[config.mk]
export PLATFORM = sky130hd
export DESIGN_NAME = hv_precharge_sequencer
export DESIGN_NICKNAME = d
export VERILOG_FILES = /design/src/sv/hvps_pkg.sv /design/src/sv/hv_precharge_sequencer.sv /design/src/sv/hvps_cfg.sv /design/src/sv/hvps_core.sv
export SDC_FILE = /design/constraint.sdc
export NUM_CORES = 1
export LEC_CHECK = 0
export BUFFER_PORTS_ARGS = -buffer_cell sky130_fd_sc_hd__buf_4
export CAP_MARGIN = 25
export CORE_MARGIN = 4
export CORE_UTILIZATION = 57
export DETAILED_ROUTE_END_ITERATION = 12
export GPL_TIMING_DRIVEN = 1
export PLACE_DENSITY = 0.76
export SLEW_MARGIN = 5
export SYNTH_ARGS = -nofsm -noshare
export SYNTH_HDL_FRONTEND = slang
export SYNTH_SLANG_ARGS = --single-unit
[constraint.sdc]
create_clock -name i_clk -period 7.33 [get_ports i_clk]
set_input_delay 0.733 -clock i_clk [delete_from_list [all_inputs] [get_ports i_clk]]
set_output_delay 0.733 -clock i_clk [all_outputs]
set_load 0.02 [all_outputs]
[src/sv/hvps_pkg.sv]
package hvps_pkg;

    localparam int VOLT_W  = 9;
    localparam int TICK_W  = 8;
    localparam int FORCE_W = 2;
    localparam int IDX_W   = 3;
    localparam int DATA_W  = 9;

    // Register indexes
    localparam logic [IDX_W-1:0] REG_MIN_VOLTAGE  = 3'd0;
    localparam logic [IDX_W-1:0] REG_VOLTAGE_STEP = 3'd1;
    localparam logic [IDX_W-1:0] REG_SETTLE_TICKS = 3'd2;
    localparam logic [IDX_W-1:0] REG_FAIL_TICKS   = 3'd3;
    localparam logic [IDX_W-1:0] REG_TEST_FORCE   = 3'd4;

    // Reset values
    localparam logic [VOLT_W-1:0]  RST_MIN_VOLTAGE  = 9'd210;
    localparam logic [VOLT_W-1:0]  RST_VOLTAGE_STEP = 9'd5;
    localparam logic [TICK_W-1:0]  RST_SETTLE_TICKS = 8'd10;
    localparam logic [TICK_W-1:0]  RST_FAIL_TICKS   = 8'd25;
    localparam logic [FORCE_W-1:0] RST_TEST_FORCE   = 2'd0;

    // Test force codes
    localparam logic [FORCE_W-1:0] FORCE_NONE = 2'd0;
    localparam logic [FORCE_W-1:0] FORCE_PRE  = 2'd1;
    localparam logic [FORCE_W-1:0] FORCE_POS  = 2'd2;
    localparam logic [FORCE_W-1:0] FORCE_NEG  = 2'd3;

    localparam logic [TICK_W-1:0] TICK_MAX = '1;

    typedef struct packed {
        logic [VOLT_W-1:0]  min_voltage;
        logic [VOLT_W-1:0]  voltage_step;
        logic [TICK_W-1:0]  settle_ticks;
        logic [TICK_W-1:0]  fail_ticks;
        logic [FORCE_W-1:0] test_force;
    } t_cfg;

    typedef struct packed {
        logic pre;
        logic pos;
        logic neg;
        logic done;
        logic fail;
    } t_status;

endpackage

[src/sv/hv_precharge_sequencer.sv]
// Precharge and contactor sequencer, one input transfer per control tick.
// Each tick (ignition, inverter voltage) yields one result: the three
// contactor drives with the test force applied, plus done and failed flags.
// The tick is evaluated combinationally as it is accepted, and the result sits
// in an output register; a new tick is taken every cycle as long as the
// result register is empty or being drained in the same cycle, so the
// sustained rate is one tick per clock. Write configuration only when idle.
module hv_precharge_sequencer
    import hvps_pkg::*;
(
    input  logic              i_clk,
    input  logic              i_rst_n,
    input  logic              i_cfg_we,
    input  logic [IDX_W-1:0]  i_cfg_idx,
    input  logic [DATA_W-1:0] i_cfg_data,
    input  logic              i_valid,
    output logic              o_ready,
    input  logic              i_ignition_on,
    input  logic [VOLT_W-1:0] i_inverter_voltage,
    output logic              o_valid,
    input  logic              i_ready,
    output logic              o_precharge_relay,
    output logic              o_positive_contactor,
    output logic              o_negative_contactor,
    output logic              o_precharge_done,
    output logic              o_precharge_failed
);

    t_cfg    cfg;
    t_status status;
    t_status forced;
    t_status r_out;
    logic    r_out_valid;
    logic    step;

    hvps_cfg u_cfg (
        .i_clk      (i_clk),
        .i_rst_n    (i_rst_n),
        .i_cfg_we   (i_cfg_we),
        .i_cfg_idx  (i_cfg_idx),
        .i_cfg_data (i_cfg_data),
        .o_cfg      (cfg)
    );

    assign o_ready = !r_out_valid || i_ready;
    assign step    = i_valid && o_ready;

    hvps_core u_core (
        .i_clk         (i_clk),
        .i_rst_n       (i_rst_n),
        .i_step        (step),
        .i_ignition_on (i_ignition_on),
        .i_voltage     (i_inverter_voltage),
        .i_cfg         (cfg),
        .o_status      (status)
    );

    // OR the test-forced contactor onto the drive
    always_comb begin
        forced = status;
        case (cfg.test_force)
            FORCE_NONE: ;
            FORCE_PRE:  forced.pre = 1'b1;
            FORCE_POS:  forced.pos = 1'b1;
            FORCE_NEG:  forced.neg = 1'b1;
            default: ;
        endcase
    end

    always_ff @(posedge i_clk) begin
        if (!i_rst_n) begin
            r_out_valid <= 1'b0;
        end else if (step) begin
            r_out_valid <= 1'b1;
        end else if (i_ready) begin
            r_out_valid <= 1'b0;
        end
    end

    always_ff @(posedge i_clk) begin
        if (step) begin
            r_out <= forced;
        end
    end

    assign o_valid              = r_out_valid;
    assign o_precharge_relay    = r_out.pre;
    assign o_positive_contactor = r_out.pos;
    assign o_negative_contactor = r_out.neg;
    assign o_precharge_done     = r_out.done;
    assign o_precharge_failed   = r_out.fail;

endmodule

[src/sv/hvps_cfg.sv]
module hvps_cfg
    import hvps_pkg::*;
(
    input  logic              i_clk,
    input  logic              i_rst_n,
    input  logic              i_cfg_we,
    input  logic [IDX_W-1:0]  i_cfg_idx,
    input  logic [DATA_W-1:0] i_cfg_data,
    output t_cfg              o_cfg
);

    t_cfg r_cfg;

    always_ff @(posedge i_clk) begin
        if (!i_rst_n) begin
            r_cfg.min_voltage  <= RST_MIN_VOLTAGE;
            r_cfg.voltage_step <= RST_VOLTAGE_STEP;
            r_cfg.settle_ticks <= RST_SETTLE_TICKS;
            r_cfg.fail_ticks   <= RST_FAIL_TICKS;
            r_cfg.test_force   <= RST_TEST_FORCE;
        end else if (i_cfg_we) begin
            case (i_cfg_idx)
                REG_MIN_VOLTAGE:  r_cfg.min_voltage  <= i_cfg_data[VOLT_W-1:0];
                REG_VOLTAGE_STEP: r_cfg.voltage_step <= i_cfg_data[VOLT_W-1:0];
                REG_SETTLE_TICKS: r_cfg.settle_ticks <= i_cfg_data[TICK_W-1:0];
                REG_FAIL_TICKS:   r_cfg.fail_ticks   <= i_cfg_data[TICK_W-1:0];
                REG_TEST_FORCE:   r_cfg.test_force   <= i_cfg_data[FORCE_W-1:0];
                default: ;
            endcase
        end
    end

    assign o_cfg = r_cfg;

endmodule

[src/sv/hvps_core.sv]
module hvps_core
    import hvps_pkg::*;
(
    input  logic              i_clk,
    input  logic              i_rst_n,
    input  logic              i_step,
    input  logic              i_ignition_on,
    input  logic [VOLT_W-1:0] i_voltage,
    input  t_cfg              i_cfg,
    output t_status           o_status
);

    logic [VOLT_W-1:0] r_tracked, n_tracked;
    logic [TICK_W-1:0] r_settle, n_settle;
    logic [TICK_W-1:0] r_pcount, n_pcount;
    logic              r_done, n_done;
    logic              r_fail, n_fail;
    logic              r_pre, n_pre;
    logic              r_pos, n_pos;
    logic              r_neg, n_neg;

    logic [VOLT_W-1:0] diff;
    logic [TICK_W-1:0] settle_base;
    logic [TICK_W-1:0] settle_inc;
    logic              moved;

    always_comb begin
        diff = (i_voltage > r_tracked) ? (i_voltage - r_tracked) : (r_tracked - i_voltage);
        moved = diff > i_cfg.voltage_step;
        settle_base = moved ? '0 : r_settle;
        settle_inc = (settle_base == TICK_MAX) ? TICK_MAX : settle_base + 1'b1;

        n_tracked = r_tracked;
        n_settle  = r_settle;
        n_pcount  = r_pcount;
        n_done    = r_done;
        n_fail    = r_fail;
        n_pre     = r_pre;
        n_pos     = r_pos;
        n_neg     = r_neg;

        if (!i_ignition_on || r_fail) begin
            n_tracked = '0;
            n_settle  = '0;
            n_pcount  = '0;
            n_done    = 1'b0;
            n_fail    = 1'b0;
            n_pre     = 1'b0;
            n_pos     = 1'b0;
            n_neg     = 1'b0;
        end else if (r_done) begin
            // hold everything once complete
        end else if (r_pcount > i_cfg.fail_ticks) begin
            n_fail = 1'b1;
        end else begin
            n_tracked = moved ? i_voltage : r_tracked;
            n_settle  = settle_inc;
            if (settle_inc <= i_cfg.settle_ticks || n_tracked < i_cfg.min_voltage) begin
                n_pre    = 1'b1;
                n_pos    = 1'b0;
                n_neg    = 1'b1;
                n_pcount = (r_pcount == TICK_MAX) ? TICK_MAX : r_pcount + 1'b1;
            end else begin
                n_pre    = 1'b0;
                n_pos    = 1'b1;
                n_neg    = 1'b1;
                n_pcount = '0;
                n_done   = 1'b1;
            end
        end
    end

    always_ff @(posedge i_clk) begin
        if (!i_rst_n) begin
            r_tracked <= '0;
            r_settle  <= '0;
            r_pcount  <= '0;
            r_done    <= 1'b0;
            r_fail    <= 1'b0;
            r_pre     <= 1'b0;
            r_pos     <= 1'b0;
            r_neg     <= 1'b0;
        end else if (i_step) begin
            r_tracked <= n_tracked;
            r_settle  <= n_settle;
            r_pcount  <= n_pcount;
            r_done    <= n_done;
            r_fail    <= n_fail;
            r_pre     <= n_pre;
            r_pos     <= n_pos;
            r_neg     <= n_neg;
        end
    end

    assign o_status.pre  = n_pre;
    assign o_status.pos  = n_pos;
    assign o_status.neg  = n_neg;
    assign o_status.done = n_done;
    assign o_status.fail = n_fail;

endmodule

-- Yosys cells after proc, flatten, opt, wreduce, memory -nomap -nowiden
Cells that the tools add are included.
- $lt $le $gt $ge: 5
- eq/ne operators: 11
- reduce and logical (&&, ||, !) cells: 14
- $add $sub $neg: 4
- muxes and demuxes: 34
- operators with widths (kind ; count):
    8-bit 2-to-1 mux ; 10
    9-bit 2-to-1 mux ; 5
    1-bit 2-to-1 mux ; 19
    9-bit greater-than comparator ; 2
    9-bit subtractor ; 2
    8-bit by 1-bit adder with 8-bit output (second input constant) ; 2
    8-bit equality test (second input constant) ; 2
    2-bit AND reduction ; 5
    9-bit < comparator ; 1
    8-bit greater-than comparator ; 1
    8-bit less-or-equal comparator ; 1
    3-bit by 2-bit equality test with 1-bit output (second input constant) ; 2
    2-bit equality test (second input constant) ; 2
    3-bit by 1-bit equality test with 1-bit output (second input constant) ; 1
    3-bit equality test (second input constant) ; 1
    3-bit zero test ; 1
    1-bit logical OR ; 3
    3-bit AND reduction ; 1
    2-bit by 1-bit equality test with 1-bit output (second input constant) ; 1
    1-bit zero test ; 2
    2-bit by 1-bit != test with 1-bit output (second input constant) ; 1
    2-bit != test (second input constant) ; 1
    2-bit nonzero test ; 1
    1-bit logical AND ; 1
- input port bits: 27
- logic and storage cells: 87
- output and inout port bits: 7
- bits in registers: 72

-- Depth between registers and ports, before layout
Gate-level depths: netlist (run 1).
- depth after elaboration: 12
- mapped depth: 32
- depth with buffers taken out: 28

-- Modules after synthesis
Synthesis (run 1) repeated with hierarchy kept, for this count alone.
- cell total of the unflattened synthesis: 660
- area total of the unflattened synthesis: 5350.1 sq um
- by module, submodules not included (module ; times used ; area each (sq um) ; cells an instance):
    hvps_core ; 1 ; 3686.0 ; 506
    hvps_cfg ; 1 ; 1430.1 ; 140
    hv_precharge_sequencer ; 1 ; 234.0 ; 14

-- Worst setup path after synthesis (run 1)
No wires, ideal clock.
- kind: input to register
- from: in i_inverter_voltage[4]
- to: reg r_out (netlist bit o_precharge_relay) (data pin)
- path buffers: 4
- path slack: 1.160 ns
- data required time: 7.066 ns
- stages on the path: 31
- arrival time: 5.906 ns
- cells stage by stage: inv_1 ha_1 buf_2 and4_1 a41oi_2 o31ai_4 nand2_2 buf_4 mux2i_1 a211oi_1 o221a_1 ha_1 and4_4 nand4_1 o31ai_4 nor2_1 clkbuf_1 nor2b_1 ha_1 nand4_1 nor3_2 or2_2 ha_1 nor2b_1 o211ai_1 a21o_1 a21oi_1 o31ai_4 buf_6 nor3_1 o22ai_1
- cells in the longest elaborated chain, start to end: 12
- elaborated cells between the ends (all ways): 17
- RTL lines (item ; RTL line ; text):
    from (decl) ; hv_precharge_sequencer.sv:19 ; input logic [VOLT_W-1:0] i_inverter_voltage,
    9-bit subtractor / 9-bit greater-than comparator (equally long branches) ; hvps_core.sv:28 ; diff = (i_voltage > r_tracked) ? (i_voltage - r_tracked) : (r_tracked - i_voltage);
    9-bit 2-to-1 mux ; hvps_core.sv:28 ;
    9-bit greater-than comparator ; hvps_core.sv:29 ; moved = diff > i_cfg.voltage_step;
    8-bit 2-to-1 mux ; hvps_core.sv:30 ; settle_base = moved ? '0 : r_settle;
    8-bit by 1-bit adder with 8-bit output / 8-bit equality test (equally long branches) ; hvps_core.sv:31 ; settle_inc = (settle_base == TICK_MAX) ? TICK_MAX : settle_base + 1'b1;
    8-bit 2-to-1 mux ; hvps_core.sv:31 ;
    8-bit less-or-equal comparator ; hvps_core.sv:58 ; if (settle_inc <= i_cfg.settle_ticks || n_tracked < i_cfg.min_voltage) begin
    1-bit logical OR * ; hvps_core.sv:58 ;
    1-bit 2-to-1 mux * ; hvps_core.sv:58 ;
    1-bit 2-to-1 mux * ; hvps_core.sv:53 ; end else if (r_pcount > i_cfg.fail_ticks) begin
    1-bit 2-to-1 mux * ; hvps_core.sv:51 ; end else if (r_done) begin
    1-bit 2-to-1 mux * ; hvps_core.sv:42 ; if (!i_ignition_on || r_fail) begin
    to (signal assigned) ; hv_precharge_sequencer.sv:82 ; r_out <= forced;
    to (decl) ; hv_precharge_sequencer.sv:32 ; t_status r_out;
Every way passes the cells marked *; elsewhere a longest branch is shown, timed or not.
A chain may end at the register's enable or synchronous reset.

-- Worst setup path in the final report (run 1)
- from: in i_inverter_voltage[4]
- to: reg u_core.r_pcount[7]
- cells in the longest elaborated chain, start to end: 12
- elaborated cells between the ends (all ways): 17
- RTL lines (item ; RTL line ; text):
    9-bit subtractor / 9-bit greater-than comparator (equally long branches) ; hvps_core.sv:28 ;
    9-bit 2-to-1 mux ; hvps_core.sv:28 ;
    9-bit greater-than comparator ; hvps_core.sv:29 ;
    8-bit 2-to-1 mux ; hvps_core.sv:30 ;
    8-bit by 1-bit adder with 8-bit output / 8-bit equality test (equally long branches) ; hvps_core.sv:31 ;
    8-bit 2-to-1 mux ; hvps_core.sv:31 ;
    8-bit less-or-equal comparator ; hvps_core.sv:58 ;
    1-bit logical OR * ; hvps_core.sv:58 ;
    8-bit 2-to-1 mux * ; hvps_core.sv:58 ;
    8-bit 2-to-1 mux * ; hvps_core.sv:53 ;
    8-bit 2-to-1 mux * ; hvps_core.sv:51 ;
    8-bit 2-to-1 mux * ; hvps_core.sv:42 ;
    to (signal assigned) ; hvps_core.sv:86 ; r_pcount <= n_pcount;
    to (decl) ; hvps_core.sv:15 ; logic [TICK_W-1:0] r_pcount, n_pcount;
Every way passes the cells marked *; elsewhere a longest branch is shown, timed or not. The select of a mux whose other input is x is not followed.

==> results.cfg, run 1 <==
[run_status]
status = finished, final reports clean

[global_routing]
busiest_layer = met2
grt_use_met3_pct = 3.668
grt_overflow = 0
grt_pass1_wl_um = 20800
use_met1_pct = 37.26
track_usage_pct = 25.63
antenna_found_initial = 0
use_met2_pct = 39.70
grt_pass1_vias = 4288
grt_max_degree = 55

[timing]
postLayoutSetupSlackWorst_ns = 0.7630
skew_ns = 0.01578
relSlewSlack_pct = 37.13
tns_ns = 0
period_share_pct = 89.59
rsz0062_at_grt = no
slew_viol_final = 0
hold_viol = 0
min_period_ns = 6.567
clock.fmax_ghz = 0.1523
worstMarginPinSlew_ns = 0.9430
setup_viol_count_final = 0

[cells_and_area]
area_growth_syn_to_layout_pct = 9.663
drive_above_1_share_pct = 11.52
fin_nets = 727
fillers = 717
antennaDiodeCount = 0
multiInputGateArea_um2 = 3055
area.sequential_um2 = 1491

[floorplan]
start_util_pct = 58.98
die_h_um = 100.7
fp.dieW_um = 100.7
row_count = 33
die_area_um2 = 10130
boundaryPins = 34
core_area_um2 = 8299

[synthesis]
synth-compound-area-share_pct = 21.65
synth_xor_xnor_area_share_pct = 1.253
synth.area.mux_share_pct = 2.940
synth-simple-area-share_pct = 22.47
synth_cells = 624
synth_fa_ha_area_share_pct = 14.11
ys_seq_area_share_pct = 30.47
avgSynthCellArea_um2 = 7.844
synth-main-ff-cell = dfxtp_1
synth_nets = 705
synth_area_um2 = 4895
synth_top_area_cell = dfxtp_1
synth_top_family_by_area = simple AND/OR/NAND/NOR gates
ys_top_cells_by_area = dfxtp_1 (27%), ha_1 (13%), nand2_1 (7.7%)
synth_edf_count = 5
yosysTopAreaCellShare_pct = 27.40
async_flop_share_pct = 0
ys_warn_count = 0
ys_ff_latch = 72
ys_types = 64

[setup_path]
worst_ep_arrival_time_ns = 6.83
cp_num_cells = 28
start_kind = input pin
cp-end-kind = register
cp_max_fo = 19
rr_worst_depth = 26
reg2reg_to = u_core.r_pcount[7]$_SDFFE_PN0P_
worstSetupStartpoint = i_inverter_voltage[4]
critPathTopFamily = compound AO/OA/AOI/OAI gates
required_ns = 7.59
cp_common_cell = ha_1
critPathBufInv = 3
rr_startpoint = u_core.r_tracked[4]$_SDFFE_PN0P_
cpPeakStageDelay_ns = 0.43
rrSetupSlack_ns = 0.96
slowest_stage = ha_1
cp-endpoint = u_core.r_pcount[7]$_SDFFE_PN0P_
crit_type = in -> reg

[routing]
drc = 0
ant_nets = 0
dr.pass1.iters = 4
wirelength_um = 12420
drt_iter0_markers = 357
post_drt_wl_per_cell_um = 16.43
vias = 4511
viasPerCell = 5.967

[clock_network]
h-tree-depth = 3
cts_root_buffer = clkbuf_8
clockBufferDepth = 2
cts_setup_buffers = 0
clock_sinks = 72
cts.reportedPaths.clkPinSlew_ns = 0.10
cts_made_buffers = 9
tritoncts = yes
holdBufCountCts = 0
cts_resized = 0
clk_latency_ns = 0.36

[power]
power_leakage_nw = 2.226
irDropWorstVdd_mv = 0.1026
pwr_density_cell_nw_per_um2 = 195.5

[hold_path]
holdCritPathClass = reg -> reg
hold_depth = 2

[placement]
place_ws_ns = 0.4537
gp_congestion = 0.8833
port_buffers = 33
hpwl_um = 9389

[run]
drv_cap = 0
## through the flow
stage	utilization, %	hold slack [ns]	area [µm²]	instances	total power, mW
3_5_place_dp	62.43	0.4469	5181	740	0.7393
2_1_floorplan	-	0.4284	4895	624	0.6565
3_3_place_gp	62.43	0.4386	5181	740	0.7333
5_1_grt	64.68	0.4830	5368	756	1.109
6_report	64.68	0.4570	5368	756	1.050
4_1_cts	64.68	0.4597	5368	756	1.047
## cell usage after synthesis, drive strengths merged (2+ instances only)
master,number
inv,62
nor3,8
nor2b,6
mux2i,11
o211ai,14
nand4,13
and4,3
o22ai,2
o21ai,32
nand2,103
and2,7
nand3,36
nand3b,3
and3b,2
a32oi,2
a31oi,9
fa,2
nor2,20
a21oi,64
dfxtp,67
o31ai,4
ha,52
mux2,3
buf,9
nand2b,5
or2,6
o21bai,2
a211oi,4
edfxtp,5
a211o,3
nor3b,2
a21o,13
and3,12
xnor2,6
clkbuf,16
## cell families (layout without fill, tap and decap cells)
kind of cell / count (synthesis) / after routing
mux: 14 / 14
buf+inv: 87 / 114
compound gates: 162 / 162
simple gates: 228 / 228
xor+xnor: 7 / 7
flops: 72 / 72
fa+ha+maj: 54 / 54
## flip-flops by register name, indices dropped and copies added (netlist names), 8 cells and up
register / count
u_cfg.o_cfg: 36
u_core.r_pcount: 8
u_core.r_settle: 8
u_core.r_tracked: 9
## worst reg2reg max path: stages, from the launching register on
cell,delay (ns)
dfxtp_1,0.34
ha_1,0.42
and4_1,0.30
a41oi_2,0.26
o31ai_4,0.12
nand2_2,0.27
mux2i_1,0.36
a21oi_1,0.12
a211oi_1,0.30
ha_1,0.31
a211o_1,0.29
o211ai_1,0.11
and4_1,0.34
o21ai_0,0.17
inv_1,0.09
ha_1,0.24
nand4_1,0.16
nor3_2,0.38
o21bai_1,0.20
ha_1,0.26
a21o_1,0.16
a21o_1,0.17
a21oi_1,0.14
a21oi_1,0.11
o31ai_4,0.19
a31oi_1,0.20
a2111oi_2,0.30
## power breakdown
group,switching [mW],internal (mW)
Sequential,0.00739,0.407
Combinational,0.201,0.122
Clock,0.182,0.130
Total,0.390,0.659
## worst min path at each step
stage | start | slack [ns] | endpoint
3_5_place_dp | u_core.r_pos$_SDFFE_PN0P_ | 0.45 | u_core.r_pos$_SDFFE_PN0P_
5_1_grt | u_cfg.o_cfg[9]$_SDFFE_PN0P_ | 0.48 | u_cfg.o_cfg[9]$_SDFFE_PN0P_
6_report | u_cfg.o_cfg[19]$_SDFFE_PN0P_ | 0.46 | u_cfg.o_cfg[19]$_SDFFE_PN0P_
3_3_place_gp | u_core.r_pos$_SDFFE_PN0P_ | 0.44 | u_core.r_pos$_SDFFE_PN0P_
2_1_floorplan | u_core.r_pos$_SDFFE_PN0P_ | 0.43 | u_core.r_pos$_SDFFE_PN0P_
4_1_cts | u_cfg.o_cfg[8]$_SDFFE_PN0P_ | 0.46 | u_cfg.o_cfg[8]$_SDFFE_PN0P_
## layout make-up
class	instances	area share, %
Inverter	62	4.336
Multi-Input combinational cell	465	56.92
Tap cell	105	2.448
Clock inverter	7	1.166
Sequential cell	72	27.79
Clock buffer	9	2.308
Timing Repair Buffer	36	5.035
## metal layers
| metal | vias to the layer above | part of all wire (%) |
|---|---|---|
| met3 | 12 | 6.0 |
| met5 | - | 0 |
| met4 | 0 | 1.1 |
| met2 | 144 | 44 |
| li1 | 2232 | - |
| met1 | 2123 | 49 |
## cell usage in the layout, fill, tap and decap left out, types with 7 or more instances in the layout
cell type  Yosys  routed
nand4_1       13      13
nand2_1      101     101
inv_1         61      61
a21o_1        13      13
mux2i_1       11      11
dfxtp_1       67      67
clkbuf_8       0       9
o21ai_1       11      11
o21ai_0       21      21
o211ai_1      14      14
nand3_1       36      36
and2_1         7       7
a21oi_1       61      61
ha_1          52      52
nor2_1        20      20
and3_1        12      12
a31oi_1        9       9
buf_4          2      36
Note: power is estimated with default switching activity, not from simulation.
==> run 2: changes to the inputs <==
--- a/config.mk
+++ b/config.mk
@@ -5,6 +5,7 @@
 export SDC_FILE = /design/constraint.sdc
 export NUM_CORES = 1
 export LEC_CHECK = 0
+export ABC_AREA = 1
 export BUFFER_PORTS_ARGS = -buffer_cell sky130_fd_sc_hd__buf_4
 export CAP_MARGIN = 25
 export CORE_MARGIN = 4
==> run 2 against run 1 <==
Compared with the run above:
- non-clock buffer count is 3 lower
- combinational power is 27% lower
- via count is 2.1% lower
- largest power group unchanged
==> results.cfg, run 2 <==
[routing]
drc = 0
wirelength_um = 11510
wirelength_met1_um = 5232
post_drt_wl_per_cell_um = 14.15
drt_iter0_markers = 180
dr.pass1.iters = 5
vias = 4418
wl_met3_um = 514
ant_nets = 0
wl_met2_um = 5517
viasPerCell = 5.434
top_layer = met4

[placement]
hpwl_um = 8638
place_ws_ns = 1.207
placed_cells = 797
gp_congestion = 0.8899
place_area_um2 = 5140
port_buffers = 33

[cells_and_area]
final_util_pct = 64.48
largest_reg_flops = 36
antennaDiodeCount = 0
drive_above_1_share_pct = 13.28
design_area_um2 = 5325
fin_cells = 813
fillers = 738
fin_nets = 784
layout_commonest_cell = nand2_1
multiInputGateArea_um2 = 2853
area.sequential_um2 = 1491
mostFrequentLayoutCells = nand2_1 (150), inv_1 (105), a21oi_1 (75)
area_growth_syn_to_layout_pct = 9.381

[setup_path]
start_kind = input pin
worst_ep_arrival_time_ns = 6.07
rr_worst_depth = 34
cp_max_fo = 23
slowest_stage = ha_1
cp-end-kind = register
required_ns = 7.63
cpPeakStageDelay_ns = 0.47
reg2reg_to = u_core.r_done$_SDFFE_PN0P_
crit_type = in -> reg
rr_startpoint = u_core.r_tracked[2]$_SDFFE_PN0P_
rrSetupSlack_ns = 1.70
cp_common_cell = nand2_1

[clock_network]
cts_resized = 0
clock_sinks = 72
holdBufCountCts = 0
cts_root_buffer = clkbuf_8
clk_latency_ns = 0.36
tritoncts = yes
h-tree-depth = 3
cts_made_buffers = 9
cts_setup_buffers = 0
clockBufferDepth = 2
cts.reportedPaths.clkPinSlew_ns = 0.09

[run]
drv_cap = 0

[hold_path]
hold_path_end = u_cfg.o_cfg[9]$_SDFFE_PN0P_
hold_depth = 2
min_from = u_cfg.o_cfg[9]$_SDFFE_PN0P_
holdCritPathClass = reg -> reg

[timing]
period_share_pct = 78.82
min_period_ns = 5.777
clock.fmax_ghz = 0.1731
hold_viol = 0
tns_ns = 0
timing.hold.ws_ns = 0.4647
slew_viol_final = 0
skew_ns = 0.01686
setup_viol_count_final = 0
relSlewSlack_pct = 55.00
rsz0062_at_grt = no
postLayoutSetupSlackWorst_ns = 1.553
worstMarginPinSlew_ns = 0.6698

[floorplan]
row_count = 33
start_util_pct = 58.95
die_area_um2 = 10080
die_h_um = 100.4
core_area_um2 = 8258
boundaryPins = 34
fp.dieW_um = 100.4

[synthesis]
synth_commonest_cells = nand2_1 (150), inv_1 (105), a21oi_1 (75), dfxtp_1 (67), o21ai_0 (56)
synth_nets = 759
avgSynthCellArea_um2 = 7.181
synth_area_um2 = 4868
yosysMostFrequentCell = nand2_1
ys_seq_area_share_pct = 30.63
ys_types = 41
yosysTopAreaCellShare_pct = 27.55
synth_cells = 678
ys_warn_count = 0
synth_edf_count = 5
ys_ff_latch = 72
ys_top_cells_by_area = dfxtp_1 (28%), ha_1 (13%), nand2_1 (12%)
synth-main-ff-cell = dfxtp_1
async_flop_share_pct = 0
synth_top_area_cell = dfxtp_1

[power]
power_leakage_nw = 2.442
power_uw = 956.3
irDropWorstVdd_mv = 0.1343
pwr_density_cell_nw_per_um2 = 179.6

[global_routing]
grt_pass1_wl_um = 19140
track_usage_pct = 23.59
grt_overflow = 0
antenna_found_initial = 0
grt_max_degree = 41
grt_pass1_vias = 4181

[run_status]
status = finished, final reports clean
[run 2: cell count changes in the layout (fill, tap and decap cells not counted), sizes merged, moves of 12 or more]
cell,change
a21o,-12
a21oi,+19
inv,+48
nor2,+15
nand2,+55
and3,-12
o21ai,+30
[run 2: routing by layer]
layer  up-vias  track usage [%]
li1       2270                -
met1      2024            29.88
met2       104            40.77
met3        20            4.100
met4         0            7.358
met5         -                0
[run 2: layout make-up]
type,instances,share of cell area (%)
multi-input cells,476,53.57
repair buffers,33,4.652
flip-flops and latches,72,28.01
clock inverters,7,1.151
inverters,111,7.824
well taps,105,2.467
clock buffers,9,2.326
[run 2: critical path, delay by kind of cell]
family,cells,cell delay (ns)
AO/OA/AOI/OAI,8,1.13
adder cells (fa/ha/maj),4,1.27
buffers and inverters,5,0.54
AND/OR/NAND/NOR,19,2.37
[run 2: worst max path at each step]
stage | startpoint | endpoint | slack, ns | cells after the start
4_1_cts | i_inverter_voltage[2] | u_core.r_done$_SDFFE_PN0P_ | 1.57 | 36
3_3_place_gp | i_inverter_voltage[2] | o_precharge_done$_DFFE_PP_ | 1.46 | 36
2_1_floorplan | i_inverter_voltage[2] | o_precharge_done$_DFFE_PP_ | 2.26 | 36
3_5_place_dp | i_inverter_voltage[2] | u_core.r_done$_SDFFE_PN0P_ | 1.21 | 37
5_1_grt | i_inverter_voltage[2] | u_core.r_done$_SDFFE_PN0P_ | 0.93 | 37
6_report | i_inverter_voltage[2] | u_core.r_done$_SDFFE_PN0P_ | 1.55 | 36
[run 2: power by group]
part	leakage, nW	internal [mW]	switching, mW
clock	0.0884	0.129	0.173
combinational	1.76	0.0819	0.155
sequential	0.595	0.410	0.00729
[run 2: cells by family (layout without fill, tap and decap cells)]
logic type | after synthesis | count (layout) | synth area share [%]
DFF | 72 | 72 | 30.63
xor gates and xnor gates | 12 | 12 | 2.159
adders and majority gates | 54 | 54 | 14.19
AOI/OAI and AO/OA | 165 | 165 | 19.02
and+or+nand+nor | 245 | 245 | 23.23
buffers and inverters | 130 | 160 | 10.77
==> run 3: changes to the inputs <==
==> constraint.sdc (replaced) <==
create_clock -name i_clk -period 5.99 [get_ports i_clk]
set_input_delay 0.599 -clock i_clk [delete_from_list [all_inputs] [get_ports i_clk]]
set_output_delay 0.599 -clock i_clk [all_outputs]
set_load 0.02 [all_outputs]
==> run 3 against run 2 <==
Compared with the run above:
- sequential power is 23% higher
- clock power is 52% higher
- non-clock buffer count is 1 higher
- cell count is 0.12% higher
- wire length is 1.7% lower
- critical path depth is 1 lower
- utilization is 0.70 points higher
- first-iteration DRC count is 3.9% lower
==> results.cfg, run 3 (synthesized netlist as in run 2, its figures left out) <==
[clock_network]
cts_setup_buffers = 0
h-tree-depth = 3
holdBufCountCts = 0
clk_latency_ns = 0.36
cts_resized = 0
cts.reportedPaths.clkPinSlew_ns = 0.07
tritoncts = yes
clock_sinks = 72
cts_root_buffer = clkbuf_8
clockBufferDepth = 2
cts_made_buffers = 9

[routing]
wirelength_um = 11310
vias = 4427
drt_iter0_markers = 173
top_layer = met4
wl_met2_um = 5502
viasPerCell = 5.439
wl_met3_um = 562
dr.pass1.iters = 5
drc = 0
wirelength_met1_um = 5048
post_drt_wl_per_cell_um = 13.90
ant_nets = 0

[setup_path]
required_ns = 6.09
cp_max_fo = 11
reg2reg_to = o_precharge_relay$_SDFFCE_PN1P_
rr_startpoint = u_core.r_tracked[3]$_SDFFE_PN0P_
critPathBufInv = 5
cp_common_cell = nand2_1
cpPeakStageDelay_ns = 0.46
rr_worst_depth = 33
slowest_stage = ha_1
critPathTopFamily = simple AND/OR/NAND/NOR gates
rrSetupSlack_ns = 0.61
crit_type = in -> reg
start_kind = input pin
cp-end-kind = register
worst_ep_arrival_time_ns = 5.50

[run_status]
status = finished, final reports clean

[floorplan]
die_h_um = 100.4
start_util_pct = 58.95
die_area_um2 = 10080
row_count = 33
fp.dieW_um = 100.4
boundaryPins = 34
core_area_um2 = 8258

[timing]
tns_ns = 0
setup_viol_count_final = 0
skew_ns = 0.01575
timing.hold.ws_ns = 0.4634
postLayoutSetupSlackWorst_ns = 0.5878
worstMarginPinSlew_ns = 0.6596
relSlewSlack_pct = 55.69
min_period_ns = 5.402
hold_viol = 0
clock.fmax_ghz = 0.1851
slew_viol_final = 0
period_share_pct = 90.19
rsz0062_at_grt = no

[run]
drv_cap = 0

[cells_and_area]
fin_cells = 814
area_growth_syn_to_layout_pct = 10.56
layout_commonest_cell = nand2_1
antennaDiodeCount = 0
fin_nets = 785
largest_reg_flops = 36
final_util_pct = 65.18
drive_above_1_share_pct = 13.40
fillers = 751
mostFrequentLayoutCells = nand2_1 (150), inv_1 (105), a21oi_1 (75)
design_area_um2 = 5383

[hold_path]
holdCritPathClass = reg -> reg
hold_depth = 2
min_from = u_cfg.o_cfg[12]$_SDFFE_PN0P_
hold_path_end = u_cfg.o_cfg[12]$_SDFFE_PN0P_

[power]
power_leakage_nw = 2.478
irDropWorstVdd_mv = 0.1388
pwr_density_cell_nw_per_um2 = 235.2
power_mw = 1.266

[placement]
gp_congestion = 0.9170
place_ws_ns = 0.2829
hpwl_um = 8521
port_buffers = 33
placed_cells = 798
place_area_um2 = 5147

[global_routing]
grt_overflow = 0
grt_pass1_vias = 4187
track_usage_pct = 23.86
antenna_found_initial = 0
grt_pass1_wl_um = 19240
grt_max_degree = 41
-- run 3: changes by cell type in the layout (fill, tap and decap cells not counted) --
cell        delta
clkbuf_8       +1
bufinv_16      +2
inv_6          +1
clkinvlp_4     -2
clkinv_4       -2
buf_4          +1
-- run 3: worst max-delay path by stage --
stage                                           from  slack [ns]                               to  cells after the start
floorplan                      i_inverter_voltage[2]        1.05       o_precharge_done$_DFFE_PP_                     36
global placement               i_inverter_voltage[3]        0.50       o_precharge_done$_DFFE_PP_                     36
detailed placement             i_inverter_voltage[2]        0.28       u_core.r_done$_SDFFE_PN0P_                     36
CTS                            i_inverter_voltage[2]        0.61       u_core.r_done$_SDFFE_PN0P_                     36
global route        u_core.r_tracked[3]$_SDFFE_PN0P_        0.03       u_core.r_done$_SDFFE_PN0P_                     34
finish                         i_inverter_voltage[2]        0.59  o_precharge_relay$_SDFFCE_PN1P_                     35
-- run 3: area by class of cell --
cell class	count	area, µm²	area share (%)
Multi-Input combinational cell	476	2853	53.00
Sequential cell	72	1491	27.71
Inverter	111	416.7	7.741
Timing Repair Buffer	34	255.2	4.742
Clock buffer	10	137.6	2.557
Tap cell	105	131.4	2.441
Clock inverter	6	97.59	1.813
-- run 3: worst reg2reg max path: cells and delay by family (launching register included) --
kind	cells	cell delay [ns]
buffers and inverters	3	0.34
adder cells (fa/ha/maj)	4	1.28
AO/OA/AOI/OAI	7	0.89
AND/OR/NAND/NOR	19	2.29
flip-flops	1	0.35
-- run 3: power by group --
group	total (mW)	switching [mW]	internal, mW	leakage (nW)
combinational	0.296	0.192	0.103	1.76
sequential	0.511	0.00905	0.502	0.595
clock	0.460	0.206	0.253	0.120
total	1.27	0.408	0.858	2.48
-- run 3: metal layers --
metal | vias up | global-route usage, %
li1 | 2274 | -
met1 | 2018 | 29.84
met2 | 119 | 41.79
met3 | 16 | 4.031
met4 | 0 | 7.358
met5 | - | 0
